## config.mk

```make
export PLATFORM = sky130hd
export DESIGN_NAME = companion_wake_arm_sequencer_core
export DESIGN_NICKNAME = d
export VERILOG_FILES = /design/src/design/cwas_pkg.sv /design/src/design/cwas_cfg.sv /design/src/design/cwas_step.sv /design/src/design/companion_wake_arm_sequencer_core.sv
export SDC_FILE = /design/constraint.sdc
export NUM_CORES = 2
export LEC_CHECK = 0
export BUFFER_PORTS_ARGS = -buffer_cell sky130_fd_sc_hd__buf_2
export CORE_MARGIN = 4
export CORE_UTILIZATION = 38
export CTS_CLUSTER_DIAMETER = 200
export DETAILED_ROUTE_END_ITERATION = 7
export GPL_ROUTABILITY_DRIVEN = 0
export GPL_TIMING_DRIVEN = 0
export MAX_ROUTING_LAYER = met4
export PLACE_DENSITY = 0.57
export SYNTH_ARGS = -nofsm -noshare
export SYNTH_HDL_FRONTEND = slang
export SYNTH_SLANG_ARGS = --single-unit
```

## constraint.sdc

```tcl
create_clock -name i_clk -period 12.7 [get_ports i_clk]
set_clock_uncertainty 0.1 [all_clocks]
set_input_delay 1.905 -clock i_clk [delete_from_list [all_inputs] [get_ports i_clk]]
set_output_delay 1.905 -clock i_clk [all_outputs]
set_load 0.005 [all_outputs]
```

## src/design/cwas_pkg.sv

```systemverilog
`timescale 1ns / 1ps
// ----------------------------------------------------------------------------
// cwas_pkg
// Types, codes and helpers shared by the companion wake and arm sequencer.
// ----------------------------------------------------------------------------
package cwas_pkg;

    // Event commands
    localparam logic [3:0] CMD_TICK        = 4'd0;
    localparam logic [3:0] CMD_ARM         = 4'd1;
    localparam logic [3:0] CMD_BOOT        = 4'd2;
    localparam logic [3:0] CMD_READY       = 4'd3;
    localparam logic [3:0] CMD_SLEEP_SEEN  = 4'd4;
    localparam logic [3:0] CMD_STATUS      = 4'd5;
    localparam logic [3:0] CMD_CAP_DONE    = 4'd6;
    localparam logic [3:0] CMD_CAP_ISSUED  = 4'd7;
    localparam logic [3:0] CMD_VISIT_START = 4'd8;
    localparam logic [3:0] CMD_VISIT_END   = 4'd9;

    // Arm states
    localparam logic [2:0] ST_IDLE       = 3'd0;
    localparam logic [2:0] ST_WAKING     = 3'd1;
    localparam logic [2:0] ST_WAITBOOT   = 3'd2;
    localparam logic [2:0] ST_WAITREADY  = 3'd3;
    localparam logic [2:0] ST_SETTLING   = 3'd4;
    localparam logic [2:0] ST_READY      = 3'd5;
    localparam logic [2:0] ST_CAPTURING  = 3'd6;
    localparam logic [2:0] ST_DISARMING  = 3'd7;

    // Actions
    localparam logic [1:0] ACT_NONE       = 2'd0;
    localparam logic [1:0] ACT_WAKE       = 2'd1;
    localparam logic [1:0] ACT_DEEP_SLEEP = 2'd2;
    localparam logic [1:0] ACT_STATUS_REQ = 2'd3;

    // Notices
    localparam logic [4:0] NT_NONE          = 5'd0;
    localparam logic [4:0] NT_WAKE_PULSE    = 5'd1;
    localparam logic [4:0] NT_WAKE_FAILED   = 5'd2;
    localparam logic [4:0] NT_WAKE_RETRY    = 5'd3;
    localparam logic [4:0] NT_BOOT_SEEN     = 5'd4;
    localparam logic [4:0] NT_BOOT_CONFIRM  = 5'd5;
    localparam logic [4:0] NT_READY_SEEN    = 5'd6;
    localparam logic [4:0] NT_READY_DETECT  = 5'd7;
    localparam logic [4:0] NT_SLEEP_SEEN    = 5'd8;
    localparam logic [4:0] NT_DISARM_SLEEP  = 5'd9;
    localparam logic [4:0] NT_IDLE_SLEEP    = 5'd10;
    localparam logic [4:0] NT_VISIT_CAPTURE = 5'd11;
    localparam logic [4:0] NT_CAPTURE_READY = 5'd12;
    localparam logic [4:0] NT_CAP_DONE_OK   = 5'd13;
    localparam logic [4:0] NT_CAP_DONE_FAIL = 5'd14;
    localparam logic [4:0] NT_VISIT_START   = 5'd15;
    localparam logic [4:0] NT_VISIT_END     = 5'd16;

    // Visit reasons
    localparam logic [1:0] VR_NONE       = 2'd0;
    localparam logic [1:0] VR_ARMED      = 2'd1;
    localparam logic [1:0] VR_LATE       = 2'd2;
    localparam logic [1:0] VR_NO_CAPTURE = 2'd3;

    // Status kinds
    localparam logic [1:0] SK_ACTIVE     = 2'd1;
    localparam logic [1:0] SK_SLEEP_DEEP = 2'd2;

    // Flag bit positions
    localparam int FL_ACTIVE   = 0;
    localparam int FL_SETTLED  = 1;
    localparam int FL_SLEEPING = 2;
    localparam int FL_BOOT     = 3;
    localparam int FL_READY    = 4;
    localparam int FL_CAPPEND  = 5;
    localparam int FL_VISIT    = 6;
    localparam int FL_MEDIA    = 7;
    localparam int FL_METAONLY = 8;
    localparam int FL_QUEUED   = 9;

    // Configuration register indexes
    localparam logic [3:0] CFG_WAKE_INTERVAL  = 4'd0;
    localparam logic [3:0] CFG_BOOT_TIMEOUT   = 4'd1;
    localparam logic [3:0] CFG_READY_TIMEOUT  = 4'd2;
    localparam logic [3:0] CFG_SETTLE_TIMEOUT = 4'd3;
    localparam logic [3:0] CFG_SETTLE_DELAY   = 4'd4;
    localparam logic [3:0] CFG_IDLE_SLEEP     = 4'd5;
    localparam logic [3:0] CFG_EVENT_TIMEOUT  = 4'd6;
    localparam logic [3:0] CFG_MAX_RETRIES    = 4'd7;

    localparam int CFG_DATA_W = 20;
    localparam int CFG_IDX_W  = 4;

    typedef struct packed {
        logic [3:0] command;
        logic       link_ok;
        logic [1:0] status_kind;
        logic       module_settled;
        logic       capture_ok;
    } t_in_item;

    typedef struct packed {
        logic [2:0] arm_state;
        logic [1:0] action;
        logic [4:0] notice;
        logic [1:0] visit_reason;
    } t_out_item;

    typedef struct packed {
        logic [19:0] wake_interval_ms;
        logic [19:0] boot_timeout_ms;
        logic [19:0] ready_timeout_ms;
        logic [19:0] settle_timeout_ms;
        logic [19:0] settle_delay_ms;
        logic [19:0] idle_sleep_ms;
        logic [19:0] event_timeout_ms;
        logic [3:0]  max_wake_retries;
    } t_cfg;

    typedef struct packed {
        logic [2:0]  arm_state;
        logic [31:0] clock_ms;
        logic [31:0] wake_pulse_time;
        logic [31:0] boot_time;
        logic [31:0] ready_time;
        logic [31:0] settle_due_time;
        logic [31:0] capture_start_time;
        logic [31:0] last_activity_time;
        logic [3:0]  wake_retry_count;
        logic [9:0]  flags;
        logic [1:0]  capture_reason;
    } t_state;

    // Wrap-safe elapsed time
    function automatic logic [31:0] since(input logic [31:0] now, input logic [31:0] t);
        return now - t;
    endfunction

    // Widen a 20-bit millisecond setting to the clock width
    function automatic logic [31:0] ms32(input logic [19:0] v);
        return {12'd0, v};
    endfunction

endpackage

```

## src/design/cwas_cfg.sv

```systemverilog
`timescale 1ns / 1ps
// ----------------------------------------------------------------------------
// cwas_cfg
// Configuration register bank: timeouts, delays and the wake retry limit.
// ----------------------------------------------------------------------------
module cwas_cfg (
    input  logic                              i_clk,
    input  logic                              i_rst_n,
    input  logic                              i_wr,
    input  logic [cwas_pkg::CFG_IDX_W-1:0]    i_idx,
    input  logic [cwas_pkg::CFG_DATA_W-1:0]   i_data,
    output cwas_pkg::t_cfg                    o_cfg
);

    cwas_pkg::t_cfg r_cfg;

    // Load defaults on reset, take writes by index
    always_ff @(posedge i_clk) begin
        if (!i_rst_n) begin
            r_cfg.wake_interval_ms  <= 20'd2000;
            r_cfg.boot_timeout_ms   <= 20'd8000;
            r_cfg.ready_timeout_ms  <= 20'd8000;
            r_cfg.settle_timeout_ms <= 20'd1500;
            r_cfg.settle_delay_ms   <= 20'd500;
            r_cfg.idle_sleep_ms     <= 20'd90000;
            r_cfg.event_timeout_ms  <= 20'd15000;
            r_cfg.max_wake_retries  <= 4'd3;
        end else if (i_wr) begin
            case (i_idx)
                cwas_pkg::CFG_WAKE_INTERVAL:  r_cfg.wake_interval_ms  <= i_data;
                cwas_pkg::CFG_BOOT_TIMEOUT:   r_cfg.boot_timeout_ms   <= i_data;
                cwas_pkg::CFG_READY_TIMEOUT:  r_cfg.ready_timeout_ms  <= i_data;
                cwas_pkg::CFG_SETTLE_TIMEOUT: r_cfg.settle_timeout_ms <= i_data;
                cwas_pkg::CFG_SETTLE_DELAY:   r_cfg.settle_delay_ms   <= i_data;
                cwas_pkg::CFG_IDLE_SLEEP:     r_cfg.idle_sleep_ms     <= i_data;
                cwas_pkg::CFG_EVENT_TIMEOUT:  r_cfg.event_timeout_ms  <= i_data;
                cwas_pkg::CFG_MAX_RETRIES:    r_cfg.max_wake_retries  <= i_data[3:0];
                default: begin
                end
            endcase
        end
    end

    assign o_cfg = r_cfg;

endmodule

```

## src/design/cwas_step.sv

```systemverilog
`timescale 1ns / 1ps
// ----------------------------------------------------------------------------
// cwas_step
// Next-state and result logic for one event item.
// ----------------------------------------------------------------------------
module cwas_step (
    input  cwas_pkg::t_in_item  i_item,
    input  cwas_pkg::t_state    i_state,
    input  cwas_pkg::t_cfg      i_cfg,
    output cwas_pkg::t_state    o_state,
    output cwas_pkg::t_out_item o_result
);

    cwas_pkg::t_state s;
    logic [31:0]      now;
    logic [31:0]      settle_age;
    logic [1:0]       act;
    logic [4:0]       nt;
    logic [1:0]       vr;
    logic [1:0]       rsn;

    always_comb begin
        s   = i_state;
        act = cwas_pkg::ACT_NONE;
        nt  = cwas_pkg::NT_NONE;
        vr  = cwas_pkg::VR_NONE;
        rsn = i_state.capture_reason;

        // Advance the millisecond clock on a tick
        if (i_item.command == cwas_pkg::CMD_TICK) begin
            s.clock_ms = i_state.clock_ms + 32'd1;
        end
        now        = s.clock_ms;
        settle_age = cwas_pkg::since(now, s.settle_due_time);

        case (i_item.command)
            cwas_pkg::CMD_TICK: begin
                // Drop a stale pending capture
                if (s.flags[cwas_pkg::FL_CAPPEND] &&
                    cwas_pkg::since(now, s.capture_start_time) >
                    cwas_pkg::ms32(i_cfg.event_timeout_ms)) begin
                    s.flags[cwas_pkg::FL_CAPPEND] = 1'b0;
                end
                // Timed part of the arm sequence
                case (s.arm_state)
                    cwas_pkg::ST_WAKING: begin
                        if (s.wake_retry_count == 4'd0 ||
                            cwas_pkg::since(now, s.wake_pulse_time) >=
                            cwas_pkg::ms32(i_cfg.wake_interval_ms)) begin
                            act = cwas_pkg::ACT_WAKE;
                            if (i_item.link_ok) begin
                                s.wake_pulse_time = now;
                                if (s.wake_retry_count != 4'd15) begin
                                    s.wake_retry_count = s.wake_retry_count + 4'd1;
                                end
                                s.last_activity_time = now;
                                nt = cwas_pkg::NT_WAKE_RETRY;
                                s.arm_state = cwas_pkg::ST_WAITBOOT;
                            end
                        end
                    end
                    cwas_pkg::ST_WAITBOOT: begin
                        if (s.flags[cwas_pkg::FL_BOOT]) begin
                            nt = cwas_pkg::NT_BOOT_CONFIRM;
                            s.arm_state = cwas_pkg::ST_WAITREADY;
                        end else if (cwas_pkg::since(now, s.wake_pulse_time) >
                                     cwas_pkg::ms32(i_cfg.boot_timeout_ms)) begin
                            if (s.wake_retry_count < i_cfg.max_wake_retries) begin
                                s.arm_state = cwas_pkg::ST_WAKING;
                            end else begin
                                s.flags[cwas_pkg::FL_METAONLY] = 1'b1;
                                s.capture_reason = cwas_pkg::VR_NO_CAPTURE;
                                nt = cwas_pkg::NT_VISIT_CAPTURE;
                                vr = cwas_pkg::VR_NO_CAPTURE;
                                s.arm_state = cwas_pkg::ST_IDLE;
                            end
                        end
                    end
                    cwas_pkg::ST_WAITREADY: begin
                        if (s.flags[cwas_pkg::FL_READY]) begin
                            nt  = cwas_pkg::NT_READY_DETECT;
                            act = cwas_pkg::ACT_STATUS_REQ;
                            s.arm_state = cwas_pkg::ST_SETTLING;
                        end else if (cwas_pkg::since(now, s.boot_time) >
                                     cwas_pkg::ms32(i_cfg.ready_timeout_ms)) begin
                            s.flags[cwas_pkg::FL_METAONLY] = 1'b1;
                            s.capture_reason = cwas_pkg::VR_LATE;
                            nt = cwas_pkg::NT_VISIT_CAPTURE;
                            vr = cwas_pkg::VR_LATE;
                            s.arm_state = cwas_pkg::ST_IDLE;
                        end
                    end
                    cwas_pkg::ST_SETTLING: begin
                        if (s.flags[cwas_pkg::FL_SETTLED] && !settle_age[31]) begin
                            s.capture_reason = cwas_pkg::VR_ARMED;
                            nt = cwas_pkg::NT_CAPTURE_READY;
                            vr = cwas_pkg::VR_ARMED;
                            s.arm_state = cwas_pkg::ST_READY;
                        end else if (cwas_pkg::since(now, s.ready_time) >
                                     cwas_pkg::ms32(i_cfg.settle_timeout_ms)) begin
                            s.flags[cwas_pkg::FL_METAONLY] = 1'b1;
                            s.capture_reason = cwas_pkg::VR_LATE;
                            nt = cwas_pkg::NT_VISIT_CAPTURE;
                            vr = cwas_pkg::VR_LATE;
                            s.arm_state = cwas_pkg::ST_READY;
                        end
                    end
                    cwas_pkg::ST_READY: begin
                        if (!s.flags[cwas_pkg::FL_VISIT] && !s.flags[cwas_pkg::FL_QUEUED] &&
                            cwas_pkg::since(now, s.ready_time) >
                            cwas_pkg::ms32(i_cfg.idle_sleep_ms)) begin
                            s.arm_state = cwas_pkg::ST_DISARMING;
                        end
                    end
                    cwas_pkg::ST_DISARMING: begin
                        if (!s.flags[cwas_pkg::FL_CAPPEND] &&
                            !s.flags[cwas_pkg::FL_SLEEPING] &&
                            s.flags[cwas_pkg::FL_ACTIVE]) begin
                            act = cwas_pkg::ACT_DEEP_SLEEP;
                            if (i_item.link_ok) begin
                                s.flags[cwas_pkg::FL_SLEEPING] = 1'b1;
                                s.flags[cwas_pkg::FL_SETTLED]  = 1'b0;
                                s.last_activity_time = now;
                                nt = cwas_pkg::NT_DISARM_SLEEP;
                            end
                        end
                    end
                    default: begin
                    end
                endcase
                // Idle deep sleep; the timed notice wins if both fire
                if (s.flags[cwas_pkg::FL_ACTIVE] && s.flags[cwas_pkg::FL_SETTLED] &&
                    !s.flags[cwas_pkg::FL_SLEEPING] &&
                    s.arm_state == cwas_pkg::ST_IDLE &&
                    cwas_pkg::since(now, s.last_activity_time) >
                    cwas_pkg::ms32(i_cfg.idle_sleep_ms)) begin
                    act = cwas_pkg::ACT_DEEP_SLEEP;
                    if (i_item.link_ok) begin
                        s.flags[cwas_pkg::FL_SLEEPING] = 1'b1;
                        s.flags[cwas_pkg::FL_SETTLED]  = 1'b0;
                        s.last_activity_time = now;
                        if (nt == cwas_pkg::NT_NONE) begin
                            nt = cwas_pkg::NT_IDLE_SLEEP;
                        end
                    end
                end
            end
            cwas_pkg::CMD_ARM: begin
                // Ignore from waiting for boot through capturing
                if (!(s.arm_state >= cwas_pkg::ST_WAITBOOT &&
                      s.arm_state <= cwas_pkg::ST_CAPTURING)) begin
                    s.flags[cwas_pkg::FL_BOOT]     = 1'b0;
                    s.flags[cwas_pkg::FL_READY]    = 1'b0;
                    s.flags[cwas_pkg::FL_QUEUED]   = 1'b0;
                    s.flags[cwas_pkg::FL_METAONLY] = 1'b0;
                    s.flags[cwas_pkg::FL_MEDIA]    = 1'b0;
                    s.capture_reason  = cwas_pkg::VR_NONE;
                    s.settle_due_time = 32'd0;
                    act = cwas_pkg::ACT_WAKE;
                    if (i_item.link_ok) begin
                        s.wake_pulse_time    = now;
                        s.wake_retry_count   = 4'd1;
                        s.last_activity_time = now;
                        nt = cwas_pkg::NT_WAKE_PULSE;
                        s.arm_state = cwas_pkg::ST_WAITBOOT;
                    end else begin
                        s.wake_pulse_time  = 32'd0;
                        s.wake_retry_count = 4'd0;
                        nt = cwas_pkg::NT_WAKE_FAILED;
                        s.arm_state = cwas_pkg::ST_IDLE;
                    end
                end
            end
            cwas_pkg::CMD_BOOT: begin
                s.flags[cwas_pkg::FL_BOOT] = 1'b1;
                s.boot_time = now;
                nt = cwas_pkg::NT_BOOT_SEEN;
                if (s.arm_state == cwas_pkg::ST_WAKING ||
                    s.arm_state == cwas_pkg::ST_WAITBOOT) begin
                    s.arm_state = cwas_pkg::ST_WAITREADY;
                end
            end
            cwas_pkg::CMD_READY: begin
                s.flags[cwas_pkg::FL_READY] = 1'b1;
                s.ready_time      = now;
                s.settle_due_time = now + cwas_pkg::ms32(i_cfg.settle_delay_ms);
                nt = cwas_pkg::NT_READY_SEEN;
                if (s.arm_state == cwas_pkg::ST_WAITREADY ||
                    s.arm_state == cwas_pkg::ST_SETTLING) begin
                    s.arm_state = cwas_pkg::ST_SETTLING;
                end
            end
            cwas_pkg::CMD_SLEEP_SEEN: begin
                nt = cwas_pkg::NT_SLEEP_SEEN;
                s.arm_state = cwas_pkg::ST_IDLE;
                s.flags[cwas_pkg::FL_BOOT]     = 1'b0;
                s.flags[cwas_pkg::FL_READY]    = 1'b0;
                s.flags[cwas_pkg::FL_QUEUED]   = 1'b0;
                s.flags[cwas_pkg::FL_CAPPEND]  = 1'b0;
                s.flags[cwas_pkg::FL_VISIT]    = 1'b0;
                s.flags[cwas_pkg::FL_MEDIA]    = 1'b0;
                s.flags[cwas_pkg::FL_METAONLY] = 1'b0;
                s.capture_reason = cwas_pkg::VR_NONE;
            end
            cwas_pkg::CMD_STATUS: begin
                s.flags[cwas_pkg::FL_SETTLED] = i_item.module_settled;
                if (i_item.status_kind == cwas_pkg::SK_ACTIVE) begin
                    s.flags[cwas_pkg::FL_ACTIVE]   = 1'b1;
                    s.flags[cwas_pkg::FL_SLEEPING] = 1'b0;
                    if (i_item.module_settled) begin
                        s.last_activity_time = now;
                    end
                end else if (i_item.status_kind == cwas_pkg::SK_SLEEP_DEEP) begin
                    s.flags[cwas_pkg::FL_ACTIVE]   = 1'b0;
                    s.flags[cwas_pkg::FL_SETTLED]  = 1'b0;
                    s.flags[cwas_pkg::FL_SLEEPING] = 1'b0;
                end
            end
            cwas_pkg::CMD_CAP_DONE: begin
                s.flags[cwas_pkg::FL_CAPPEND] = 1'b0;
                s.flags[cwas_pkg::FL_QUEUED]  = 1'b0;
                s.flags[cwas_pkg::FL_MEDIA]   = i_item.capture_ok;
                nt = i_item.capture_ok ? cwas_pkg::NT_CAP_DONE_OK : cwas_pkg::NT_CAP_DONE_FAIL;
                s.arm_state = cwas_pkg::ST_DISARMING;
                s.last_activity_time = now;
            end
            cwas_pkg::CMD_CAP_ISSUED: begin
                if (i_item.link_ok) begin
                    s.last_activity_time = now;
                    s.flags[cwas_pkg::FL_CAPPEND]  = 1'b1;
                    s.flags[cwas_pkg::FL_QUEUED]   = 1'b1;
                    s.flags[cwas_pkg::FL_METAONLY] = 1'b0;
                    s.capture_start_time = now;
                    s.capture_reason = cwas_pkg::VR_ARMED;
                    s.arm_state = cwas_pkg::ST_CAPTURING;
                    nt = cwas_pkg::NT_VISIT_CAPTURE;
                    vr = cwas_pkg::VR_ARMED;
                end
            end
            cwas_pkg::CMD_VISIT_START: begin
                s.flags[cwas_pkg::FL_VISIT] = 1'b1;
                nt = cwas_pkg::NT_VISIT_START;
            end
            cwas_pkg::CMD_VISIT_END: begin
                // Fall back to media or metadata state when no reason is held
                if (rsn == cwas_pkg::VR_NONE) begin
                    if (s.flags[cwas_pkg::FL_MEDIA]) begin
                        rsn = cwas_pkg::VR_ARMED;
                    end else if (s.flags[cwas_pkg::FL_METAONLY]) begin
                        rsn = cwas_pkg::VR_NO_CAPTURE;
                    end else begin
                        rsn = cwas_pkg::VR_LATE;
                    end
                end
                s.flags[cwas_pkg::FL_VISIT]    = 1'b0;
                nt = cwas_pkg::NT_VISIT_END;
                vr = rsn;
                s.capture_reason = cwas_pkg::VR_NONE;
                s.flags[cwas_pkg::FL_METAONLY] = 1'b0;
                s.flags[cwas_pkg::FL_MEDIA]    = 1'b0;
                s.flags[cwas_pkg::FL_QUEUED]   = 1'b0;
                s.arm_state = cwas_pkg::ST_DISARMING;
            end
            default: begin
            end
        endcase
    end

    assign o_state               = s;
    assign o_result.arm_state    = s.arm_state;
    assign o_result.action       = act;
    assign o_result.notice       = nt;
    assign o_result.visit_reason = vr;

endmodule

```

## src/design/companion_wake_arm_sequencer_core.sv

```systemverilog
`timescale 1ns / 1ps
// ----------------------------------------------------------------------------
// companion_wake_arm_sequencer_core
// Companion camera wake and arm sequencer: one event item in, one result out.
// ----------------------------------------------------------------------------
// Datapath: input register, then one pass of the step logic into the
//   result register.
// Throughput: one item per cycle while the output is ready; sequencer state
//   updates with the result register, so the next item sees it at once.
// Reset: synchronous, active low; state cleared to idle, settings to defaults.
// ----------------------------------------------------------------------------
module companion_wake_arm_sequencer_core (
    input  logic                              i_clk,
    input  logic                              i_rst_n,
    input  logic                              i_in_valid,
    output logic                              o_in_ready,
    input  cwas_pkg::t_in_item                i_in,
    output logic                              o_out_valid,
    input  logic                              i_out_ready,
    output cwas_pkg::t_out_item               o_out,
    input  logic                              i_cfg_valid,
    output logic                              o_cfg_ready,
    input  logic [cwas_pkg::CFG_IDX_W-1:0]    i_cfg_index,
    input  logic [cwas_pkg::CFG_DATA_W-1:0]   i_cfg_data
);

    logic                r_in_valid;
    cwas_pkg::t_in_item  r_in;
    logic                r_out_valid;
    cwas_pkg::t_out_item r_out;
    cwas_pkg::t_state    r_st;
    cwas_pkg::t_state    n_st;
    cwas_pkg::t_out_item n_out;
    cwas_pkg::t_cfg      cfg;
    logic                advance;

    // Configuration bank takes every write
    assign o_cfg_ready = 1'b1;

    cwas_cfg u_cfg (
        .i_clk   (i_clk),
        .i_rst_n (i_rst_n),
        .i_wr    (i_cfg_valid),
        .i_idx   (i_cfg_index),
        .i_data  (i_cfg_data),
        .o_cfg   (cfg)
    );

    cwas_step u_step (
        .i_item   (r_in),
        .i_state  (r_st),
        .i_cfg    (cfg),
        .o_state  (n_st),
        .o_result (n_out)
    );

    // Move the held item into the result register when it has room
    assign advance    = r_in_valid && (!r_out_valid || i_out_ready);
    assign o_in_ready = !r_in_valid || advance;

    // Control and sequencer state
    always_ff @(posedge i_clk) begin
        if (!i_rst_n) begin
            r_in_valid  <= 1'b0;
            r_out_valid <= 1'b0;
            r_st        <= '0;
        end else begin
            if (o_in_ready) begin
                r_in_valid <= i_in_valid;
            end
            if (advance) begin
                r_out_valid <= 1'b1;
                r_st        <= n_st;
            end else if (i_out_ready) begin
                r_out_valid <= 1'b0;
            end
        end
    end

    // Payload registers
    always_ff @(posedge i_clk) begin
        if (o_in_ready && i_in_valid) begin
            r_in <= i_in;
        end
        if (advance) begin
            r_out <= n_out;
        end
    end

    assign o_out_valid = r_out_valid;
    assign o_out       = r_out;

`ifndef SYNTHESIS
    // A visit reason only travels with capture, capture ready or visit end
    a_reason_notice: assert property (@(posedge i_clk) disable iff (!i_rst_n)
        (r_out_valid && r_out.visit_reason != cwas_pkg::VR_NONE) |->
        (r_out.notice == cwas_pkg::NT_VISIT_CAPTURE ||
         r_out.notice == cwas_pkg::NT_CAPTURE_READY ||
         r_out.notice == cwas_pkg::NT_VISIT_END))
        else $error("visit reason with unrelated notice");

    // The millisecond clock steps by at most one per cycle
    a_clock_step: assert property (@(posedge i_clk) disable iff (!i_rst_n)
        $past(i_rst_n) |->
        (r_st.clock_ms == $past(r_st.clock_ms) ||
         r_st.clock_ms == $past(r_st.clock_ms) + 32'd1))
        else $error("clock jumped");

    // A stalled result freezes the sequencer state
    a_stall_holds_state: assert property (@(posedge i_clk) disable iff (!i_rst_n)
        (r_out_valid && !i_out_ready) |=> $stable(r_st))
        else $error("state changed under output stall");
`endif

endmodule
```

==> summary.md <==
| Metric | Value |
|---|---|
| Status | complete, but fails checks |
| Failing checks | capacitance limit, slew limit |
| Min Tclk post-route | 12370 ps |
| Starting Density | 38.3% |
| Most used cell, CP | a21oi_1 |
| Sequential share of the synthesized area | 26.2% |
| Mapped Cells | 4181 |
| Internal reg-to-reg setup slack | 330 ps |
| Total track usage | 26.8% |
| Post-synth EDFFs | 21 |
| Max Slew Vio Count | 4 |
| Min-delay worst type | flop to flop |
| HP Start | r_st[103]$_SDFFE_PN0P_ |
| Layout Nets | 4781 |
| Seq pwr share | 35.8% |
| Final setup fails | 0 |
| Ant. Diodes | 0 |
| Layout cell share with drive strength beyond 1 | 8.94% |
| Seq cells post-synth | 410 |
| Clk pwr share | 40.9% |
| Final Hold Slack | 350 ps |
| CP Launch Type | flop |
| CTS buffer count | 50 |
| Clk root buf | clkbuf_16 |
| WS Path Type | flop to flop |
| Prevailing post-synth register cell | dfxtp_1 |
| Pwr per Cell Area | 99.5 nW/um^2 |
| Worst-path clk slew | 60 ps |
| Distinct cells, synth | 95 |
| DR WL/cell | 21.8 um |
| Internal power | 2.54 mW |
| Synth Cell Area | 32100 um^2 |
| Slew headroom | -0.925% |
| Worst Path Required | 13070 ps |
| Global-route wire length before repair | 179000 um |
| CTS tree | built |
| Max-cap viol count | 1 |
| Net Count, Synth | 4582 |
| I/O Pins | 53 |
| Unrepaired setup endpoints after global routing | yes |
| Comb power frac | 23.3% |
| Core area | 83700 um^2 |
| Worst slew pin tran | 1500 ps |
| Post-DRT Antenna Nets | 0 |
| Final Hold Viols | 0 |
| Clock latency on the worst-skew pair | 620 ps |
| Crit. Startpoint | r_in[7]$_DFFE_PP_ |
| Die width | 299 um |
| FFs w/ async S/R, synth | 0% |
| Switching Fraction | 31.6% |
| Leak | 16.4 nW |
| Maximum VDD drop | 0.0962 mV |
| Area grow syn2layout | 16.3% |
| Max incr delay on CP | 610 ps |
| Height of the die | 299 um |
| Largest net degree at the start of global routing | 22 |
| # DRC | 0 |
| DIE AREA | 89200 um^2 |
| Antenna violations before repair | 4 |
| Number of global-route vias before repair | 29.3k |
| Worst path arrival time | 12740 ps |
| YS warnings | 0 |
| Core Util, Final | 44.6% |
| Largest fanout on the critical path | 10 |
| Crit. End Element | flop |
| Global route overflow | 0 |
| Fmax | 80.9 MHz |
| H-tree depth | 2 |
| Routed WL | 121000 um |
| CTS max path bufs | 3 |
| Mean number of vias per cell | 5.73 |
| CP max stage cell | xnor2_1 |
| Via count | 31.8k |
| Clock sink count | 410 |
| Reg2Reg Launch Point | r_in[7]$_DFFE_PP_ |
| DRT Pass-1 Iters | 8 |
| Port Buffer Count | 46 |
| Drt first-iter violations | 3075 |
| Syn Area/Cell | 7.67 um^2 |
| Dpl hpwl | 90600 um |
| Final Cycle Share | 97.4% |
| Row Count | 106 |
| Psw | 1.17 mW |
## registers in the layout (all words and copies together) (netlist names)
register and cells:
r_st 243, u_cfg.o_cfg 144, o_out 12, r_in 9
o_out_valid 1, r_in_valid 1
## critical path: cells and delay by family, from the launching register on
kind	cells	cell delay (ps)
AOI/OAI and AO/OA	23	4700
and+or+nand+nor	16	2820
buffers and inverters	6	1410
adders and majority gates	4	1370
xor gates and xnor gates	3	980
DFF	1	440
muxes	1	300
## Yosys cell counts, types with 13 or more instances
cell type	count	area [um^2]
a211oi_1	40	300
a21boi_0	124	931
a21o_1	95	713
a21oi_1	295	1480
a221oi_1	14	123
a22oi_1	18	135
a2bb2oi_1	18	158
a31oi_1	32	200
and2_1	45	282
and3_1	36	225
buf_1	13	48.8
clkbuf_1	175	657
dfxtp_1	389	7790
edfxtp_1	21	631
ha_1	357	4470
inv_1	368	1380
mux2i_1	28	280
nand2_1	612	2300
nand2b_1	54	338
nand3_1	82	410
nand4_1	70	438
nor2_1	201	754
nor2b_1	96	601
nor3_1	94	470
nor4_1	24	150
o211a_1	103	1030
o211ai_1	71	533
o21a_1	28	210
o21ai_0	226	1130
o21ai_1	16	80.1
o21bai_1	17	128
or3_1	24	150
xnor2_1	134	1170
xor2_1	53	464
## stage by stage
| stage | worst slack, ps | total power, mW | std cells | setup TNS, ps | instance area (um^2) |
|---|---|---|---|---|---|
| floorplan | 1100 | 1.88 | 4181 | 0 | 32100 |
| global placement | -5840 | 2.13 | 5361 | -200120 | 33700 |
| detailed placement | -5570 | 2.14 | 5363 | -189480 | 33800 |
| CTS | 0.688 | 3.69 | 5505 | 0 | 36700 |
| global route | -136 | 3.86 | 5550 | -1880 | 37300 |
| finish | 333 | 3.72 | 5550 | 0 | 37300 |
## cell usage in the layout (no fill, tap or decap), drive strengths merged, types with 10 or more instances in the layout
cell,n
or3,24
a211o,12
a22oi,18
and2,45
o31ai,13
o211ai,71
mux2i,28
clkinvlp,14
or2,10
xor2,53
a21oi,296
o21ai,242
o21bai,17
a31oi,32
edfxtp,21
a21boi,127
nand4,71
nand3,82
inv,355
clkbuf,239
nor2b,96
a2111oi,10
o21a,28
nand2,612
buf,179
a221oi,14
a21o,95
nor3b,10
nor3,94
ha,357
a211oi,40
xnor2,134
nand2b,54
nor4,26
a2bb2oi,18
and3,36
nor2,201
dfxtp,389
o211a,103
## path summary, 6_finish.rpt
path,endpoint,depth (start not counted)
max,r_st[16]$_SDFFE_PN0P_,53
min,r_st[103]$_SDFFE_PN0P_,2
min reg2reg,r_st[103]$_SDFFE_PN0P_,2
max reg2reg,r_st[16]$_SDFFE_PN0P_,53
## what timing repair did
action / in CTS / in global routing
pin swaps: 35 / 56
gates resized for setup: 134 / 62
hold endpoints to repair: 0 / 0
setup endpoints to repair: 37 / 37
hold buffers: 0 / 0
buffers inserted: 57 / 46
gates cloned: 0 / 1
## power groups by stage
stage                     clock network, mW  registers (mW)  logic (mW)
final                                  1.52            1.33       0.866
after global routing                   1.59            1.33       0.937
after CTS                              1.54            1.33       0.823
after detailed placement                  0            1.36       0.786
after global placement                    0            1.36       0.778
after floorplan                           0            1.35       0.526
## layout make-up
class | instances | area [um^2]
inverter | 369 | 1450
timing repair buffer | 153 | 1110
tap | 1134 | 1420
sequential | 410 | 8420
buffer | 190 | 781
clock inverter | 13 | 184
clock buffer | 75 | 1510
fill | 8558 | 46400
multi-input combinational | 3206 | 22500
## logic make-up (layout without fill, tap and decap cells)
logic type      after synthesis  after routing  share of synthesized area (%)
simple gates               1399           1399                           20.7
compound gates             1220           1220                           25.8
buf+inv                     565            800                           6.70
flops                       410            410                           26.2
fa+ha+maj                   363            363                           14.3
xor+xnor                    189            189                           5.24
mux                          34             34                           1.08
other cells                   1              1                         0.0117
## routing by layer
layer | GRT usage [%] | wire (um) | vias up
li1 | - | - | 15200
met1 | 36.0 | 53500 | 15200
met2 | 41.8 | 53600 | 1142
met3 | 2.92 | 8860 | 238
met4 | 9.28 | 5000 | 0
met5 | - | 0 | -
No activity file was read; power rests on OpenSTA's default activity.
